File: config.mk
export PLATFORM = sky130hd
export DESIGN_NAME = speed_to_pwm_interpolator_core_flat
export DESIGN_NICKNAME = d
export VERILOG_FILES = /design/src/stpi_pkg.sv /design/src/stpi_stream_ifs.sv /design/src/speed_to_pwm_interpolator_core.sv /design/src/stpi_divider.sv /design/src/flat_wrapper.sv
export VERILOG_INCLUDE_DIRS = /design/src /design/src/src
export SDC_FILE = /design/constraint.sdc
export NUM_CORES = 1
export LEC_CHECK = 0
export BUFFER_PORTS_ARGS = -buffer_cell sky130_fd_sc_hd__buf_2
export CORE_MARGIN = 3
export CORE_UTILIZATION = 55
export DETAILED_ROUTE_END_ITERATION = 10
export HOLD_SLACK_MARGIN = 0.06
export PLACE_DENSITY_LB_ADDON = 0.2
export RECOVER_POWER = 100
export SYNTH_ARGS = -nofsm -noshare
export SYNTH_HDL_FRONTEND = slang
export SYNTH_HIERARCHICAL = 1
export SYNTH_SLANG_ARGS = --single-unit
File: constraint.sdc
create_clock -name clk -period 13.7 [get_ports clk]
set_input_delay 2.74 -clock clk [delete_from_list [all_inputs] [get_ports clk]]
set_output_delay 2.74 -clock clk [all_outputs]
set_load 0.1 [all_outputs]
File: src/speed_to_pwm_interpolator_core_defines.svh
// assertion macros used by the interpolator core rtl
`ifndef SPEED_TO_PWM_INTERPOLATOR_CORE_DEFINES_SVH
`define SPEED_TO_PWM_INTERPOLATOR_CORE_DEFINES_SVH

// same-cycle implication on clk, disabled while arst_n is low
`define STPI_ASSERT_IMP(lbl, ante, cons, msg) \
	lbl: assert property (@(posedge clk) disable iff (!arst_n) (ante) |-> (cons)) \
		else $error(msg);

// next-cycle implication on clk, disabled while arst_n is low
`define STPI_ASSERT_NXT(lbl, ante, cons, msg) \
	lbl: assert property (@(posedge clk) disable iff (!arst_n) (ante) |=> (cons)) \
		else $error(msg);

`endif

File: src/stpi_pkg.sv
// types, constants and microcode rom of the speed to pwm interpolator
package stpi_pkg;

	localparam int SPEED_W = 16;
	localparam int DSPEED_W = 17;
	localparam int PWM_W = 8;
	localparam int DIV_NUM_W = 24;
	localparam int DIV_DEN_W = 16;
	localparam int DIV_Q_W = 8;
	localparam int DIV_CNT_W = 3;
	localparam int APB_ADDR_W = 4;
	localparam int APB_DATA_W = 32;
	localparam int COUNT_W = 4;

	// speed in cm/s divided by ten is raw q8.8 divided by 2560, that is (raw >> 9) / 5,
	// taken as ((raw >> 9) * 205) >> 10, exact for every 7-bit shifted value
	localparam logic [7:0] UNCAL_RECIP = 8'd205;

	localparam logic REQ_LOAD = 1'b0;
	localparam logic REQ_QUERY = 1'b1;
	localparam logic MOTOR_RIGHT = 1'b1;

	typedef enum logic [1:0] {
		REG_LEFT_COUNT  = 2'd0,
		REG_RIGHT_COUNT = 2'd1,
		REG_CALIBRATED  = 2'd2
	} reg_idx_t;

	typedef enum logic [4:0] {
		S_IDLE    = 5'd0,
		S_START   = 5'd1,
		S_UNCAL   = 5'd2,
		S_MAXRD   = 5'd3,
		S_MAXUPD  = 5'd4,
		S_CLAMP   = 5'd5,
		S_RD0     = 5'd6,
		S_FIRST   = 5'd7,
		S_SEGRD   = 5'd8,
		S_SEGTST  = 5'd9,
		S_SEGHIT  = 5'd10,
		S_DIVINIT = 5'd11,
		S_DIVSTEP = 5'd12,
		S_DIVFIN  = 5'd13,
		S_RZERO   = 5'd14,
		S_RCUR    = 5'd15,
		S_RPREV   = 5'd16,
		S_OUT     = 5'd17,
		S_DONE    = 5'd18
	} step_t;

	typedef enum logic [3:0] {
		OP_NOP,
		OP_CLR,
		OP_DIV_UNCAL,
		OP_RD,
		OP_MAX,
		OP_CLAMP,
		OP_LOAD_CUR,
		OP_RD_SHIFT,
		OP_MUL,
		OP_DIV_INIT,
		OP_DIV_STEP,
		OP_RES_DIV,
		OP_RES_ZERO,
		OP_RES_CUR,
		OP_RES_PREV,
		OP_OUT
	} op_t;

	typedef enum logic [3:0] {
		C_NEVER,
		C_ALWAYS,
		C_NO_QUERY,
		C_CAL,
		C_I_END,
		C_CNT_ZERO,
		C_D_LE_RD,
		C_OUT_SEG,
		C_FLAT,
		C_DIV_MORE,
		C_OUT_BUSY
	} cond_t;

	typedef struct packed {
		op_t   op;
		cond_t cond;
		step_t target;
	} ucode_t;

	typedef struct packed {
		logic load;
		logic step;
	} div_ctl_t;

	// one control word per step: taken jump goes to target, else to the next step
	function automatic ucode_t ucode_rom(input step_t pc);
		ucode_t uw;
		case (pc)
			S_IDLE:    uw = '{OP_NOP,       C_NO_QUERY, S_IDLE};
			S_START:   uw = '{OP_CLR,       C_CAL,      S_MAXRD};
			S_UNCAL:   uw = '{OP_DIV_UNCAL, C_ALWAYS,   S_OUT};
			S_MAXRD:   uw = '{OP_RD,        C_I_END,    S_CLAMP};
			S_MAXUPD:  uw = '{OP_MAX,       C_ALWAYS,   S_MAXRD};
			S_CLAMP:   uw = '{OP_CLAMP,     C_CNT_ZERO, S_RZERO};
			S_RD0:     uw = '{OP_RD,        C_NEVER,    S_IDLE};
			S_FIRST:   uw = '{OP_LOAD_CUR,  C_D_LE_RD,  S_RCUR};
			S_SEGRD:   uw = '{OP_RD_SHIFT,  C_I_END,    S_RCUR};
			S_SEGTST:  uw = '{OP_LOAD_CUR,  C_OUT_SEG,  S_SEGRD};
			S_SEGHIT:  uw = '{OP_MUL,       C_FLAT,     S_RPREV};
			S_DIVINIT: uw = '{OP_DIV_INIT,  C_NEVER,    S_IDLE};
			S_DIVSTEP: uw = '{OP_DIV_STEP,  C_DIV_MORE, S_DIVSTEP};
			S_DIVFIN:  uw = '{OP_RES_DIV,   C_ALWAYS,   S_OUT};
			S_RZERO:   uw = '{OP_RES_ZERO,  C_ALWAYS,   S_OUT};
			S_RCUR:    uw = '{OP_RES_CUR,   C_ALWAYS,   S_OUT};
			S_RPREV:   uw = '{OP_RES_PREV,  C_NEVER,    S_IDLE};
			S_OUT:     uw = '{OP_OUT,       C_OUT_BUSY, S_OUT};
			S_DONE:    uw = '{OP_NOP,       C_ALWAYS,   S_IDLE};
			default:   uw = '{OP_NOP,       C_ALWAYS,   S_IDLE};
		endcase
		return uw;
	endfunction

endpackage

File: src/stpi_stream_ifs.sv
// valid/ready channels for request and response transactions
interface stpi_req_if;
	logic                                valid;
	logic                                ready;
	logic                                req_type;
	logic                                motor_sel;
	logic [2:0]                          point_index;
	logic [stpi_pkg::PWM_W-1:0]          point_pwm;
	logic [stpi_pkg::SPEED_W-1:0]        point_speed;
	logic signed [stpi_pkg::DSPEED_W-1:0] desired_speed;

	modport source (
		output valid, req_type, motor_sel, point_index, point_pwm, point_speed,
			desired_speed,
		input ready
	);
	modport sink (
		input valid, req_type, motor_sel, point_index, point_pwm, point_speed,
			desired_speed,
		output ready
	);
endinterface

interface stpi_rsp_if;
	logic                       valid;
	logic                       ready;
	logic [stpi_pkg::PWM_W-1:0] pwm_value;

	modport source (output valid, pwm_value, input ready);
	modport sink (input valid, pwm_value, output ready);
endinterface

File: src/speed_to_pwm_interpolator_core.sv
// load transaction written in its accept cycle; uncalibrated query passes the start, uncal and
// output steps; calibrated query time is set by the max and segment scans of the table (on the
// single registered read port) and by the 8-step divider
// throughput: one query at a time; next transaction taken once the sequencer has passed the done
// step back to idle after the result registers, also while that result waits
// reset: asynchronous active low, clears sequencer, output valid and config; tables not cleared
`include "speed_to_pwm_interpolator_core_defines.svh"

module speed_to_pwm_interpolator_core #(
	parameter int MAX_POINTS = 8
) (
	input  logic                               clk,
	input  logic                               arst_n,
	stpi_req_if.sink                           req,
	stpi_rsp_if.source                         rsp,
	input  logic                               psel,
	input  logic                               penable,
	input  logic                               pwrite,
	input  logic [stpi_pkg::APB_ADDR_W-1:0]    paddr,
	input  logic [stpi_pkg::APB_DATA_W-1:0]    pwdata,
	output logic [stpi_pkg::APB_DATA_W-1:0]    prdata,
	output logic                               pready
);

	localparam int DEPTH = 2 * MAX_POINTS;
	localparam int AW = $clog2(DEPTH);
	localparam int CW = $clog2(MAX_POINTS + 1);

	// configuration
	logic [stpi_pkg::COUNT_W-1:0] left_count_q;
	logic [stpi_pkg::COUNT_W-1:0] right_count_q;
	logic                         calibrated_q;
	logic                         cfg_wr;

	// sequencer
	stpi_pkg::step_t  pc_q;
	stpi_pkg::step_t  pc_nxt;
	stpi_pkg::ucode_t uw;
	logic             jump;

	// datapath
	logic                                motor_q;
	logic signed [stpi_pkg::DSPEED_W-1:0] desired_q;
	logic [CW-1:0]                       cnt_q;
	logic [CW-1:0]                       i_q;
	logic [stpi_pkg::SPEED_W-1:0]        maxs_q;
	logic [stpi_pkg::SPEED_W-1:0]        d_q;
	logic [stpi_pkg::SPEED_W-1:0]        prev_s_q;
	logic [stpi_pkg::PWM_W-1:0]          prev_p_q;
	logic [stpi_pkg::SPEED_W-1:0]        cur_s_q;
	logic [stpi_pkg::PWM_W-1:0]          cur_p_q;
	logic [stpi_pkg::DIV_NUM_W-1:0]      prod_q;
	logic                                neg_q;
	logic [stpi_pkg::PWM_W-1:0]          base_q;
	logic [stpi_pkg::PWM_W-1:0]          res_q;
	logic                                out_valid_q;
	logic [stpi_pkg::PWM_W-1:0]          out_pwm_q;

	// table memory
	logic [stpi_pkg::PWM_W-1:0]   pwm_mem [DEPTH];
	logic [stpi_pkg::SPEED_W-1:0] spd_mem [DEPTH];
	logic [stpi_pkg::PWM_W-1:0]   rd_pwm_q;
	logic [stpi_pkg::SPEED_W-1:0] rd_spd_q;
	logic                         rd_en;
	logic [AW-1:0]                rd_addr;
	logic                         wr_en;
	logic [AW-1:0]                wr_addr;

	logic                         req_fire;
	logic                         query_fire;
	logic                         out_busy;
	logic [stpi_pkg::COUNT_W-1:0] cnt_raw;
	logic [CW-1:0]                cnt_sel;
	logic [stpi_pkg::PWM_W-1:0]   pdiff;
	logic [stpi_pkg::SPEED_W-1:0] sdiff;
	logic [14:0]                  uncal_prod;

	stpi_pkg::div_ctl_t               div_ctl;
	logic [stpi_pkg::DIV_NUM_W-1:0]   div_num;
	logic [stpi_pkg::DIV_DEN_W-1:0]   div_den;
	logic [stpi_pkg::DIV_Q_W-1:0]     div_quo;
	logic                             div_rem_nz;
	logic                             div_last;

	// apb configuration port
	assign pready = 1'b1;
	assign cfg_wr = psel && penable && pwrite;

	always_ff @(posedge clk or negedge arst_n) begin
		if (!arst_n) begin
			left_count_q <= '0;
			right_count_q <= '0;
			calibrated_q <= 1'b0;
		end else if (cfg_wr) begin
			case (paddr[3:2])
				stpi_pkg::REG_LEFT_COUNT:  left_count_q <= pwdata[stpi_pkg::COUNT_W-1:0];
				stpi_pkg::REG_RIGHT_COUNT: right_count_q <= pwdata[stpi_pkg::COUNT_W-1:0];
				stpi_pkg::REG_CALIBRATED:  calibrated_q <= pwdata[0];
				default: ;
			endcase
		end
	end

	always_comb begin
		case (paddr[3:2])
			stpi_pkg::REG_LEFT_COUNT:  prdata = {28'b0, left_count_q};
			stpi_pkg::REG_RIGHT_COUNT: prdata = {28'b0, right_count_q};
			stpi_pkg::REG_CALIBRATED:  prdata = {31'b0, calibrated_q};
			default:                   prdata = '0;
		endcase
	end

	// request channel
	assign req.ready = pc_q == stpi_pkg::S_IDLE;
	assign req_fire = req.valid && req.ready;
	assign query_fire = req_fire && req.req_type == stpi_pkg::REQ_QUERY;

	assign cnt_raw = (req.motor_sel == stpi_pkg::MOTOR_RIGHT) ? right_count_q : left_count_q;
	assign cnt_sel = (32'(cnt_raw) > MAX_POINTS) ? CW'(MAX_POINTS) : CW'(cnt_raw);

	// microcode sequencer
	assign uw = stpi_pkg::ucode_rom(pc_q);
	assign out_busy = out_valid_q && !rsp.ready;

	always_comb begin
		case (uw.cond)
			stpi_pkg::C_NEVER:    jump = 1'b0;
			stpi_pkg::C_ALWAYS:   jump = 1'b1;
			stpi_pkg::C_NO_QUERY: jump = !query_fire;
			stpi_pkg::C_CAL:      jump = calibrated_q;
			stpi_pkg::C_I_END:    jump = i_q == cnt_q;
			stpi_pkg::C_CNT_ZERO: jump = cnt_q == '0;
			stpi_pkg::C_D_LE_RD:  jump = d_q <= rd_spd_q;
			stpi_pkg::C_OUT_SEG:  jump = !(d_q >= prev_s_q && d_q <= rd_spd_q);
			stpi_pkg::C_FLAT:     jump = prev_s_q == cur_s_q;
			stpi_pkg::C_DIV_MORE: jump = !div_last;
			stpi_pkg::C_OUT_BUSY: jump = out_busy;
			default:              jump = 1'b0;
		endcase
		pc_nxt = jump ? uw.target : stpi_pkg::step_t'(pc_q + 5'd1);
	end

	always_ff @(posedge clk or negedge arst_n) begin
		if (!arst_n) begin
			pc_q <= stpi_pkg::S_IDLE;
		end else begin
			pc_q <= pc_nxt;
		end
	end

	// table memory: load writes in the accept cycle, reads are registered
	assign wr_en = req_fire && req.req_type == stpi_pkg::REQ_LOAD
		&& 32'(req.point_index) < MAX_POINTS;
	assign wr_addr = ((req.motor_sel == stpi_pkg::MOTOR_RIGHT) ? AW'(MAX_POINTS) : AW'(0))
		+ AW'(req.point_index);
	assign rd_en = (uw.op == stpi_pkg::OP_RD || uw.op == stpi_pkg::OP_RD_SHIFT) && i_q != cnt_q;
	assign rd_addr = (motor_q ? AW'(MAX_POINTS) : AW'(0)) + AW'(i_q);

	always_ff @(posedge clk) begin
		if (wr_en) begin
			pwm_mem[wr_addr] <= req.point_pwm;
			spd_mem[wr_addr] <= req.point_speed;
		end
		if (rd_en) begin
			rd_pwm_q <= pwm_mem[rd_addr];
			rd_spd_q <= spd_mem[rd_addr];
		end
	end

	// interpolation datapath
	assign pdiff = (cur_p_q >= prev_p_q) ? cur_p_q - prev_p_q : prev_p_q - cur_p_q;
	assign sdiff = d_q - prev_s_q;
	// uncalibrated speed / 2560 by reciprocal multiply of the speed shifted down by 9
	assign uncal_prod = {8'b0, desired_q[stpi_pkg::SPEED_W-1:9]} * {7'b0, stpi_pkg::UNCAL_RECIP};

	always_ff @(posedge clk) begin
		if (query_fire) begin
			motor_q <= req.motor_sel;
			desired_q <= req.desired_speed;
			cnt_q <= cnt_sel;
		end
		case (uw.op)
			stpi_pkg::OP_CLR: begin
				i_q <= '0;
				maxs_q <= '0;
			end
			stpi_pkg::OP_DIV_UNCAL: begin
				res_q <= desired_q[stpi_pkg::DSPEED_W-1] ? '0 : {3'b0, uncal_prod[14:10]};
			end
			stpi_pkg::OP_RD: begin
				if (rd_en) begin
					i_q <= i_q + 1'b1;
				end
			end
			stpi_pkg::OP_MAX: begin
				if (rd_spd_q > maxs_q) begin
					maxs_q <= rd_spd_q;
				end
			end
			stpi_pkg::OP_CLAMP: begin
				i_q <= '0;
				if (desired_q[stpi_pkg::DSPEED_W-1]) begin
					d_q <= '0;
				end else if (desired_q[stpi_pkg::SPEED_W-1:0] > maxs_q) begin
					d_q <= maxs_q;
				end else begin
					d_q <= desired_q[stpi_pkg::SPEED_W-1:0];
				end
			end
			stpi_pkg::OP_LOAD_CUR: begin
				cur_s_q <= rd_spd_q;
				cur_p_q <= rd_pwm_q;
			end
			stpi_pkg::OP_RD_SHIFT: begin
				prev_s_q <= cur_s_q;
				prev_p_q <= cur_p_q;
				if (rd_en) begin
					i_q <= i_q + 1'b1;
				end
			end
			stpi_pkg::OP_MUL: begin
				prod_q <= {8'b0, sdiff} * {16'b0, pdiff};
				neg_q <= cur_p_q < prev_p_q;
				base_q <= prev_p_q;
			end
			// falling segment rounds toward minus infinity
			stpi_pkg::OP_RES_DIV: begin
				res_q <= neg_q ? base_q - div_quo - {7'b0, div_rem_nz} : base_q + div_quo;
			end
			stpi_pkg::OP_RES_ZERO: res_q <= '0;
			stpi_pkg::OP_RES_CUR:  res_q <= cur_p_q;
			stpi_pkg::OP_RES_PREV: res_q <= prev_p_q;
			default: ;
		endcase
	end

	// serial divider
	assign div_ctl.load = uw.op == stpi_pkg::OP_DIV_INIT;
	assign div_ctl.step = uw.op == stpi_pkg::OP_DIV_STEP;
	assign div_num = prod_q;
	assign div_den = cur_s_q - prev_s_q;

	stpi_divider u_div (
		.clk    (clk),
		.arst_n (arst_n),
		.ctl    (div_ctl),
		.num    (div_num),
		.den    (div_den),
		.quo    (div_quo),
		.rem_nz (div_rem_nz),
		.last   (div_last)
	);

	// output register
	always_ff @(posedge clk or negedge arst_n) begin
		if (!arst_n) begin
			out_valid_q <= 1'b0;
		end else if (uw.op == stpi_pkg::OP_OUT && !out_busy) begin
			out_valid_q <= 1'b1;
		end else if (rsp.ready) begin
			out_valid_q <= 1'b0;
		end
	end

	always_ff @(posedge clk) begin
		if (uw.op == stpi_pkg::OP_OUT && !out_busy) begin
			out_pwm_q <= res_q;
		end
	end

	assign rsp.valid = out_valid_q;
	assign rsp.pwm_value = out_pwm_q;

	`STPI_ASSERT_NXT(a_query_starts, query_fire, pc_q == stpi_pkg::S_START, "query not started")
	`STPI_ASSERT_IMP(a_rsp_from_out, $rose(out_valid_q), $past(pc_q) == stpi_pkg::S_OUT, "response outside output step")
	`STPI_ASSERT_NXT(a_div_exit, pc_q == stpi_pkg::S_DIVSTEP && div_last, pc_q == stpi_pkg::S_DIVFIN, "divider exit missed")

endmodule

File: src/stpi_divider.sv
// restoring divider, one quotient bit per step, quotient known to fit in eight bits
module stpi_divider (
	input  logic                              clk,
	input  logic                              arst_n,
	input  stpi_pkg::div_ctl_t                ctl,
	input  logic [stpi_pkg::DIV_NUM_W-1:0]    num,
	input  logic [stpi_pkg::DIV_DEN_W-1:0]    den,
	output logic [stpi_pkg::DIV_Q_W-1:0]      quo,
	output logic                              rem_nz,
	output logic                              last
);

	logic [stpi_pkg::DIV_NUM_W-1:0] rem_q;
	logic [stpi_pkg::DIV_NUM_W-1:0] den_q;
	logic [stpi_pkg::DIV_Q_W-1:0]   quo_q;
	logic [stpi_pkg::DIV_CNT_W-1:0] cnt_q;
	logic                           ge;

	assign ge = rem_q >= den_q;

	always_ff @(posedge clk or negedge arst_n) begin
		if (!arst_n) begin
			cnt_q <= '0;
		end else if (ctl.load) begin
			cnt_q <= '1;
		end else if (ctl.step) begin
			cnt_q <= cnt_q - 1'b1;
		end
	end

	// divisor starts aligned to the top quotient bit
	always_ff @(posedge clk) begin
		if (ctl.load) begin
			rem_q <= num;
			den_q <= {1'b0, den, 7'b0};
			quo_q <= '0;
		end else if (ctl.step) begin
			if (ge) begin
				rem_q <= rem_q - den_q;
			end
			quo_q <= {quo_q[stpi_pkg::DIV_Q_W-2:0], ge};
			den_q <= den_q >> 1;
		end
	end

	assign quo = quo_q;
	assign rem_nz = rem_q != '0;
	assign last = cnt_q == '0;

endmodule
File: src/flat_wrapper.sv
// flat-port wrapper written by rule: the top's interface ports become plain ports
module speed_to_pwm_interpolator_core_flat 
#(
	parameter int MAX_POINTS = 8
)
  (clk, arst_n, psel, penable, pwrite, paddr, pwdata, prdata, pready, req_valid, req_req_type, req_motor_sel, req_point_index, req_point_pwm, req_point_speed, req_desired_speed, req_ready, rsp_valid, rsp_pwm_value, rsp_ready);
  stpi_req_if req_i ();
  stpi_rsp_if rsp_i ();
  input  logic clk;
  input  logic arst_n;
  input  logic psel;
  input  logic penable;
  input  logic pwrite;
  input  logic [stpi_pkg::APB_ADDR_W-1:0] paddr;
  input  logic [stpi_pkg::APB_DATA_W-1:0] pwdata;
  output logic [stpi_pkg::APB_DATA_W-1:0] prdata;
  output logic pready;
  input wire logic [$bits(req_i.valid)-1:0] req_valid;
  input wire logic [$bits(req_i.req_type)-1:0] req_req_type;
  input wire logic [$bits(req_i.motor_sel)-1:0] req_motor_sel;
  input wire logic [$bits(req_i.point_index)-1:0] req_point_index;
  input wire logic [$bits(req_i.point_pwm)-1:0] req_point_pwm;
  input wire logic [$bits(req_i.point_speed)-1:0] req_point_speed;
  input wire logic [$bits(req_i.desired_speed)-1:0] req_desired_speed;
  output wire logic [$bits(req_i.ready)-1:0] req_ready;
  output wire logic [$bits(rsp_i.valid)-1:0] rsp_valid;
  output wire logic [$bits(rsp_i.pwm_value)-1:0] rsp_pwm_value;
  input wire logic [$bits(rsp_i.ready)-1:0] rsp_ready;
  assign req_i.valid = req_valid;
  assign req_i.req_type = req_req_type;
  assign req_i.motor_sel = req_motor_sel;
  assign req_i.point_index = req_point_index;
  assign req_i.point_pwm = req_point_pwm;
  assign req_i.point_speed = req_point_speed;
  assign req_i.desired_speed = req_desired_speed;
  assign req_ready = req_i.ready;
  assign rsp_valid = rsp_i.valid;
  assign rsp_pwm_value = rsp_i.pwm_value;
  assign rsp_i.ready = rsp_ready;
  speed_to_pwm_interpolator_core #(.MAX_POINTS(MAX_POINTS)) u_core (.clk(clk), .arst_n(arst_n), .req(req_i), .rsp(rsp_i), .psel(psel), .penable(penable), .pwrite(pwrite), .paddr(paddr), .pwdata(pwdata), .prdata(prdata), .pready(pready));
endmodule
==> summary.txt, run 1 <==
Run status
  • Outcome: finished, violations left
  • Failing checks: max-capacitance violations, max-slew violations

CTS
  • CTS Buf Count: 67
  • Post-CTS Hold Buffers: 0
  • Worst-skew pair later-pin latency: 0.61 ns
  • Clock Sinks: 636
  • Cts repair resizes: 0
  • H-tree depth: 3
  • Root buffer cell: clkbuf_16
  • Clock transition at path regs: 0.06 ns
  • Post-CTS setup buffers: 0
  • CTS tree: yes
  • Clock tree buffer depth: 3

Worst setup path
  • CP Max Fanout: 17
  • R2R depth: 23
  • CP Capture Point: u_core/div_num[21]
  • CP Launch Type: flip-flop
  • Reg-to-reg slack, setup: 3.56 ns
  • Crit path required time: 14.02 ns
  • CP Launch Point: u_core/cur_p_q[0]
  • R2R Path Start: u_core/cur_p_q[0]
  • Crit. End Element: flip-flop
  • Worst EP arrival: 10.47 ns
  • Reg2reg end: u_core/div_num[21]
  • WS Path Type: flip-flop to flip-flop

Placement
  • Placer Congestion: 0.871
  • PortBufs: 72
  • Hpwl dp: 53700 um

Drt
  • Drc violations: 0
  • DRT Wirelength: 79800 um
  • Remaining antenna violation count after routing: 0
  • Iteration-0 DRC Markers: 1595
  • DR WL/cell: 22.1 um
  • Vias post-DR: 21410
  • Drt first pass iters: 6
  • Vias per cell: 5.93

Finish
  • Final Net Count: 3138
  • Layout cells sized above 1: 11.7%
  • Fill cells: 4763
  • Area Growth Syn to Fin: 9.38%

Die
  • Die width: 258 um
  • Die area: 0.0667 mm2
  • Initial Util: 56.2%
  • IO Count: 132
  • Die Height: 258 um
  • Site Rows: 91
  • Core area: 0.0623 mm2

Global route
  • Initial antenna violation count: 4
  • Pin count of the biggest net entering global routing: 101
  • GRT Util Overall: 24.6%
  • Vias in the first global route: 22422
  • Final global-route overflow total: 0
  • First-pass GRT wire length: 126000 um

Yosys
  • Ys Warns: 6
  • Top_reg_cell synth: edfxtp_1
  • Syn Area/Cell: 13.3 um2
  • Syn Inst Count: 2622
  • Asr flop ratio synth: 2.83%
  • Number of synthesized flops with an enable pin: 603
  • Register bit total from synthesis: 636
  • Post-Syn Area: 0.0350 mm2
  • Synth cell types: 95
  • Register area share after synthesis: 53.9%

Timing
  • Final critical-path share of the clock period: 74.0%
  • RSZ-0062 raised after global routing: false
  • Setup violators final: 0
  • Minimum clock period: 10.14 ns
  • Slew Limit Headroom: -454%
  • Max Slew Vio Count: 728
  • Final Skew: 0.0146 ns
  • Max frequency: 0.0986 GHz
  • TNS Setup: 0 ns
  • Worst Max-Slew Pin Slew: 8.31 ns
  • Hold violation total from the final report: 0

Hold path
  • Hold Crit Class: flip-flop to flip-flop

Run
  • Max Cap Viol: 25
-- worst min path at each step --
stage / start / end / cells past startpoint
finish: u_core/rd_pwm_q[0] / u_core/cur_p_q[0] / 0
global route: u_core/rd_pwm_q[6] / u_core/cur_p_q[6] / 0
CTS: u_core/rd_pwm_q[6] / u_core/cur_p_q[6] / 0
detailed placement: u_core/rd_pwm_q[6] / u_core/cur_p_q[6] / 0
global placement: u_core/res_q[3] / u_core/rsp.pwm_value[3] / 0
floorplan: u_core/rd_pwm_q[0] / u_core/cur_p_q[0] / 0
-- worst max-delay path: stages, from the launching register on --
cell	delay, ns
edfxtp_1	0.47
ha_1	0.79
and4_1	0.28
a211oi_1	0.07
o21ai_0	1.15
mux2_1	0.44
a2111oi_0	0.66
nor2_2	0.15
xnor2_1	1.32
or2_2	0.31
fa_1	0.45
fa_1	0.52
fa_1	0.52
fa_1	0.55
inv_1	0.04
ha_1	0.36
o21a_1	0.19
o21ai_0	0.21
a211oi_1	0.10
a2111oi_0	0.51
clkbuf_1	0.23
o31ai_1	0.13
a211oi_1	0.31
nor3_1	0.11
-- Yosys cell counts (all sizes together), types with 7 or more instances --
| library cell | n | area, um2 |
|---|---|---|
| xnor2 | 53 | 472 |
| mux2 | 17 | 199 |
| a21oi | 97 | 489 |
| a2111oi | 7 | 67.6 |
| a21o | 27 | 204 |
| xor2 | 34 | 298 |
| nor3b | 8 | 60.1 |
| a211oi | 20 | 178 |
| o21ai | 112 | 576 |
| o21a | 22 | 165 |
| buf | 57 | 354 |
| nor2 | 217 | 817 |
| o31ai | 9 | 67.6 |
| nand4 | 21 | 131 |
| nor2b | 23 | 144 |
| nor3 | 40 | 200 |
| and3 | 10 | 67.6 |
| edfxtp | 603 | 18100 |
| o211ai | 17 | 128 |
| nand3 | 36 | 180 |
| a31oi | 7 | 50.1 |
| ha | 226 | 2830 |
| or2 | 29 | 181 |
| nand2b | 62 | 388 |
| o21bai | 10 | 75.1 |
| dfxtp | 15 | 300 |
| mux2i | 48 | 480 |
| nor4 | 13 | 81.3 |
| dfrtp | 18 | 450 |
| mux4 | 120 | 2700 |
| inv | 254 | 953 |
| fa | 100 | 2000 |
| or3 | 9 | 57.6 |
| and2 | 25 | 156 |
| clkbuf | 53 | 200 |
| nand2 | 124 | 465 |
-- logic make-up (layout without fill, tap and decap cells) --
logic type / Yosys count / after routing / synth area share, %
and+or+nand+nor: 638 / 638 / 8.88
DFF: 636 / 636 / 53.9
xor gates and xnor gates: 87 / 87 / 2.20
muxes: 185 / 185 / 9.67
buffers and inverters: 364 / 487 / 4.31
AOI/OAI and AO/OA: 384 / 384 / 7.22
other: 2 / 32 / 0.0215
adders and majority gates: 326 / 326 / 13.8
-- placed cells by master, fill, tap and decap left out, drive strengths merged, types with 36 or more instances in the layout --
master  netlist  layout
buf          57      36
ha          226     226
fa          100     100
xnor2        53      53
nand2       124     124
nor2        217     217
o21ai       112     112
mux2i        48      48
edfxtp      603     603
nor3         40      40
a21oi        97      97
mux4        120     120
nand3        36      36
clkbuf       53     163
inv         254     259
nand2b       62      62
-- state kept, by name (all words and copies together), names as in the netlist, 16 cells and up --
register,count
u_core/prev_s_q,16
u_core/cur_s_q,16
u_core/d_q,16
u_core/rd_spd_q,16
u_core/u_div/rem_q,24
u_core/desired_q,17
u_core/maxs_q,16
u_core/spd_mem,256
u_core/pwm_mem,128
u_core/div_num,24
u_core/u_div/den_q,23
-- per-layer routing --
metal  up-vias  global-route usage, %  part of all wire [%]
met5         -                      0                     0
met4         0                   10.4                   4.2
met3       155                   3.68                   5.2
met2       638                   42.9                    51
met1     10827                   30.7                    39
li1       9790                      -                     -
-- area by class of cell --
cell class	count	area, um2	share of cell area, %
multi-input cells	1649	14800	38.6
inverters	254	953	2.49
flip-flops and latches	636	18900	49.3
clock inverters	34	352	0.919
diodes	3	7.51	0.0196
repair buffers	115	504	1.32
clock buffers	84	1790	4.68
well taps	837	1050	2.74
-- metrics by stage --
stage	hold slack (ns)	instances	cell area [um2]	utilization, %	setup slack [ns]
2_1_floorplan	0.400	2649	35100	-	5.71
3_3_place_gp	0.405	3491	36400	58.4	5.52
3_5_place_dp	0.405	3491	36400	58.4	5.38
4_1_cts	0.420	3609	38500	61.9	5.30
5_1_grt	0.425	3611	38300	61.4	2.91
6_report	0.418	3612	38300	61.4	3.56
Power of run 1 is not shown: default switching activity piles up to over one toggle a cycle in this logic, so the estimate is an artifact.
==> run 2, diff against run 1 <==
clock period = 9.1 ns   (was 13.7 ns; I/O delays follow)
==> summary.txt, run 2 (synthesis results as in run 1) <==
Timing
  • Hold violation total from the final report: 0 (unchanged)
  • Slew Limit Headroom: -173% (+280 points)
  • Max Slew Vio Count: 705 (-3.2%)
  • Setup violators final: 0 (unchanged)
  • Max frequency: 0.121 GHz (+22%)
  • Minimum clock period: 8.29 ns (-1.85 ns)
  • Final critical-path share of the clock period: 91.1% (+17 points)
  • Final Skew: 0.0421 ns (+0.0275 ns)
  • Worst Max-Slew Pin Slew: 4.09 ns (-4.22 ns)
  • TNS Setup: 0 ns (unchanged)
  • RSZ-0062 raised after global routing: false

CTS
  • Root buffer cell: clkbuf_16
  • Clock Sinks: 636 (unchanged)
  • Post-CTS setup buffers: 0 (unchanged)
  • CTS Buf Count: 68 (+1.5%)
  • CTS tree: yes
  • H-tree depth: 3 (unchanged)
  • Post-CTS Hold Buffers: 0 (unchanged)
  • Worst-skew pair later-pin latency: 0.63 ns (+0.02 ns)
  • Cts repair resizes: 0 (unchanged)
  • Clock tree buffer depth: 3 (unchanged)
  • Clock transition at path regs: 0.06 ns (about the same)

Worst setup path
  • Crit path required time: 9.44 ns (-4.58 ns)
  • Critical path's slowest cell: ha_1
  • CP Max Fanout: 17 (unchanged)
  • Crit-path most repeated cell: fa_1
  • WS Path Type: flip-flop to flip-flop
  • Crit path largest cell delay: 0.75 ns (-0.57 ns)
  • CP Buf/Inv Count: 4 (+2)
  • Worst EP arrival: 8.63 ns (-1.84 ns)
  • Crit. End Element: flip-flop
  • CP Launch Type: flip-flop
  • CP top delay family: adder cells
  • CP Cell Sequence: ha_1 -> and4_1 -> a211oi_4 -> o21ai_4 -> mux2_1 -> a211oi_1 -> xor2_1 -> clkbuf_1 -> nor2_1 -> fa_1 -> fa_1 -> inv_1 -> fa_1 -> fa_1 -> inv_1 -> ha_1 -> o21a_1 -> o21ai_0 -> a211oi_1 -> a2111oi_0 -> clkbuf_1 -> o31ai_1 -> a211oi_1 -> nor3_1
  • CP Launch Point: u_core/cur_p_q[0]
  • R2R Path Start: u_core/cur_p_q[0]

Drt
  • DR WL/cell: 21.9 um (-0.91%)
  • Iteration-0 DRC Markers: 1552 (-2.7%)
  • Vias post-DR: 21267 (-0.67%)
  • Remaining antenna violation count after routing: 0 (unchanged)
  • DRT Wirelength: 79200 um (-0.75%)
  • Drc violations: 0 (unchanged)
  • Vias per cell: 5.88 (-0.83%)
  • Drt first pass iters: 5 (-1)

Die
  • Die area: 0.0667 mm2 (unchanged)
  • IO Count: 132 (unchanged)
  • Initial Util: 56.2% (unchanged)
  • Die width: 258 um (unchanged)
  • Site Rows: 91 (unchanged)
  • Core area: 0.0623 mm2 (unchanged)
  • Die Height: 258 um (unchanged)

Finish
  • Max reg flops: 256 (unchanged)
  • Layout cells sized above 1: 12.1% (+0.40 points)
  • Regs by FF count: u_core/spd_mem x256, u_core/pwm_mem x128
  • Area Growth Syn to Fin: 9.94%
  • Final Net Count: 3140 (+0.064%)
  • Fill cells: 4706 (-1.2%)
  • Most frequent cells in the layout: edfxtp_1 (603), inv_1 (254), ha_1 (226)
  • Commonest non-fill, non-tap cell in the layout: edfxtp_1
  • Most flop-heavy register: u_core/spd_mem

Global route
  • Vias in the first global route: 22187 (-1.0%)
  • Pin count of the biggest net entering global routing: 88 (-13%)
  • First-pass GRT wire length: 124000 um (-1.7%)
  • Initial antenna violation count: 3 (-1)
  • Final global-route overflow total: 0 (unchanged)
  • GRT Util Overall: 24.3% (-0.30 points)

Placement
  • Placer Congestion: 0.866 (-0.56%)
  • Hpwl dp: 52900 um (-1.4%)
  • PortBufs: 72 (unchanged)

Hold path
  • Hold Crit Class: flip-flop to flip-flop
  • Hold path startpoint: u_core/res_q[4]

Run status
  • Outcome: finished, violations left
  • Failing checks: max-capacitance violations, max-slew violations

Run
  • Max Cap Viol: 24 (-4.0%)
[run 2: cell types whose count changed in the layout (fill, tap and decap cells not counted), moves of 3 or more]
cell / before / now
bufinv_16: 4 / 7
clkinv_16: 1 / 5
clkinvlp_4: 0 / 3
clkinv_1: 12 / 8
inv_6: 3 / 0
clkbuf_1: 92 / 95
[run 2: per-layer routing]
layer	global-route usage, %	share of wire (%)
met1	29.1	39
met2	43.1	52
met3	4.16	4.7
met4	10.8	4.7
met5	0	0.016
[run 2: final timing paths]
check                                          end  slack [ns]  cells after the start
max in group asynchronous           u_core/pc_q[4]        7.13                      1
hold / removal             u_core/rsp.pwm_value[4]        0.42                      0
hold reg to reg            u_core/rsp.pwm_value[4]        0.42                      0
min in group asynchronous           u_core/pc_q[1]        1.36                      1
setup / recovery                u_core/div_num[21]        0.81                     24
setup reg to reg                u_core/div_num[21]        0.81                     24
[run 2: layout make-up]
cell class | count | area (um2) | area share (%)
Antenna cell | 2 | 5.00 | 0.0130
Clock buffer | 87 | 1780 | 4.64
Clock inverter | 37 | 517 | 1.34
Inverter | 254 | 953 | 2.48
Multi-Input combinational cell | 1649 | 14800 | 38.4
Sequential cell | 636 | 18900 | 49.0
Tap cell | 837 | 1050 | 2.72
Timing Repair Buffer | 116 | 517 | 1.34
[run 2: metrics by stage]
step	worst slack (ns)	util (%)	std cells	area, um2	hold slack (ns)
after global routing	0.379	61.8	3617	38500	0.431
after global placement	1.15	58.4	3492	36400	0.406
after detailed placement	1.10	58.4	3492	36400	0.405
after CTS	1.11	62.1	3616	38700	0.418
after floorplan	1.78	-	2649	35100	0.400
final	0.809	61.8	3618	38500	0.415
Power of run 2 is left out for the same reason.
==> run 3, diff against run 2 <==
clock period = 8.85 ns   (was 9.1 ns; I/O delays follow)
==> summary.txt, run 3 (synthesis results as in run 1) <==
Finish
  • Max reg flops: 256 (unchanged)
  • Commonest non-fill, non-tap cell in the layout: edfxtp_1
  • Most frequent cells in the layout: edfxtp_1 (603), inv_1 (254), ha_1 (226)
  • Regs by FF count: u_core/spd_mem x256, u_core/pwm_mem x128
  • Final Net Count: 3138 (-0.064%)
  • Final instance area: 0.0385 mm2 (about the same)
  • Layout cells sized above 1: 12.2% (+0.12 points)
  • Area Growth Syn to Fin: 9.91% (about the same)
  • Finished Core Util: 61.7% (about the same)
  • Most flop-heavy register: u_core/spd_mem

Worst setup path
  • Crit path largest cell delay: 0.75 ns (about the same)
  • Critical path's slowest cell: ha_1
  • Worst EP arrival: 8.63 ns (about the same)
  • Crit. End Element: flip-flop
  • CP Max Fanout: 17 (unchanged)
  • Reg-to-reg slack, setup: 0.67 ns (-0.14 ns)
  • Crit path required time: 9.29 ns (-0.15 ns)
  • CP Launch Type: flip-flop
  • WS Path Type: flip-flop to flip-flop
  • CP top delay family: adder cells
  • CP Buf/Inv Count: 4 (unchanged)
  • Crit-path most repeated cell: fa_1
  • CP Cell Sequence: ha_1 -> and4_1 -> a211oi_4 -> o21ai_4 -> mux2_1 -> a2111oi_2 -> nor2_1 -> o311ai_4 -> clkbuf_1 -> nor2_1 -> fa_1 -> fa_1 -> fa_1 -> inv_1 -> fa_1 -> inv_1 -> ha_1 -> nand2_1 -> a211oi_1 -> a2111oi_0 -> buf_4 -> nor3_1 -> o211a_1 -> nor3_1

CTS
  • Post-CTS Hold Buffers: 0 (unchanged)
  • CTS Buf Count: 69 (+1.5%)
  • Clock transition at path regs: 0.06 ns (about the same)
  • H-tree depth: 3 (unchanged)
  • Cts repair resizes: 0 (unchanged)
  • Clock Sinks: 636 (unchanged)
  • Clock tree buffer depth: 3 (unchanged)
  • Worst-skew pair later-pin latency: 0.63 ns (about the same)
  • Root buffer cell: clkbuf_16
  • Post-CTS setup buffers: 0 (unchanged)
  • CTS tree: yes

Timing
  • Setup violators final: 0 (unchanged)
  • Worst Max-Slew Pin Slew: 3.83 ns (-0.260 ns)
  • Minimum clock period: 8.18 ns (-0.108 ns)
  • TNS Setup: 0 ns (unchanged)
  • Final Skew: 0.0570 ns (+0.0148 ns)
  • RSZ-0062 raised after global routing: false
  • Hold violation total from the final report: 0 (unchanged)
  • Slew Limit Headroom: -155% (+17 points)
  • Max frequency: 0.122 GHz (+1.3%)
  • Max Slew Vio Count: 769 (+9.1%)
  • Final critical-path share of the clock period: 92.5% (+1.4 points)

Drt
  • Drt first pass iters: 6 (+1)
  • Vias post-DR: 21209 (-0.27%)
  • Drc violations: 0 (unchanged)
  • Remaining antenna violation count after routing: 0 (unchanged)
  • DR WL/cell: 21.7 um (-0.86%)
  • DRT Wirelength: 78500 um (-0.97%)
  • Vias per cell: 5.87 (-0.16%)
  • Iteration-0 DRC Markers: 1542 (-0.64%)

Global route
  • Final global-route overflow total: 0 (unchanged)
  • Vias in the first global route: 22407 (+0.99%)
  • GRT Util Overall: 24.1% (-0.20 points)
  • First-pass GRT wire length: 124000 um (about the same)
  • Pin count of the biggest net entering global routing: 101 (+15%)
  • Initial antenna violation count: 1 (-2)

Placement
  • Cell Area, Placed: 0.0364 mm2 (about the same)
  • Hpwl dp: 52600 um (-0.54%)
  • PortBufs: 72 (unchanged)
  • Placer Congestion: 0.869 (+0.35%)

Run status
  • Failing checks: max-capacitance violations, max-slew violations
  • Outcome: finished, violations left

Die
  • IO Count: 132 (unchanged)
  • Die Height: 258 um (unchanged)
  • Core area: 0.0623 mm2 (unchanged)
  • Initial Util: 56.2% (unchanged)
  • Die area: 0.0667 mm2 (unchanged)
  • Die width: 258 um (unchanged)
  • Site Rows: 91 (unchanged)

Run
  • Max Cap Viol: 25 (+4.2%)

Hold path
  • Hold Crit Class: flip-flop to flip-flop
run 3: worst paths after layout:
check / endpoint / start / depth (start not counted)
worst min register to register: u_core/cur_p_q[4] / u_core/rd_pwm_q[4] / 0
min in group asynchronous: u_core/rsp.valid / arst_n / 1
worst min-delay path: u_core/cur_p_q[4] / u_core/rd_pwm_q[4] / 0
max in group asynchronous: u_core/left_count_q[2] / arst_n / 1
worst max-delay path: u_core/div_num[23] / u_core/cur_p_q[0] / 24
worst max register to register: u_core/div_num[23] / u_core/cur_p_q[0] / 24
run 3: metrics by stage:
| step | setup slack (ns) | instances | hold slack [ns] |
|---|---|---|---|
| floorplan | 1.53 | 2649 | 0.400 |
| global placement | 0.981 | 3489 | 0.406 |
| detailed placement | 0.774 | 3489 | 0.405 |
| CTS | 0.735 | 3613 | 0.415 |
| global route | 0.130 | 3613 | 0.427 |
| finish | 0.667 | 3614 | 0.414 |
run 3: area by class of cell:
cell class | count | area, um2
fill | 4718 | 23800
timing repair buffer | 113 | 502
tap | 837 | 1050
multi-input combinational | 1649 | 14800
antenna | 1 | 2.50
clock buffer | 76 | 1750
clock inverter | 48 | 559
sequential | 636 | 18900
inverter | 254 | 953
run 3: metal layers:
layer  share of wire [%]  up-vias  track usage, %  wire length (um)
li1                    -     9776               -                 -
met1                  40    10681            29.7             31400
met3                 4.8      171            3.70              3800
met2                  51      581            42.6             40200
met4                 3.9        0            9.58              3080
met5                   0        -               0                 0
Power of run 3 is left out for the same reason.
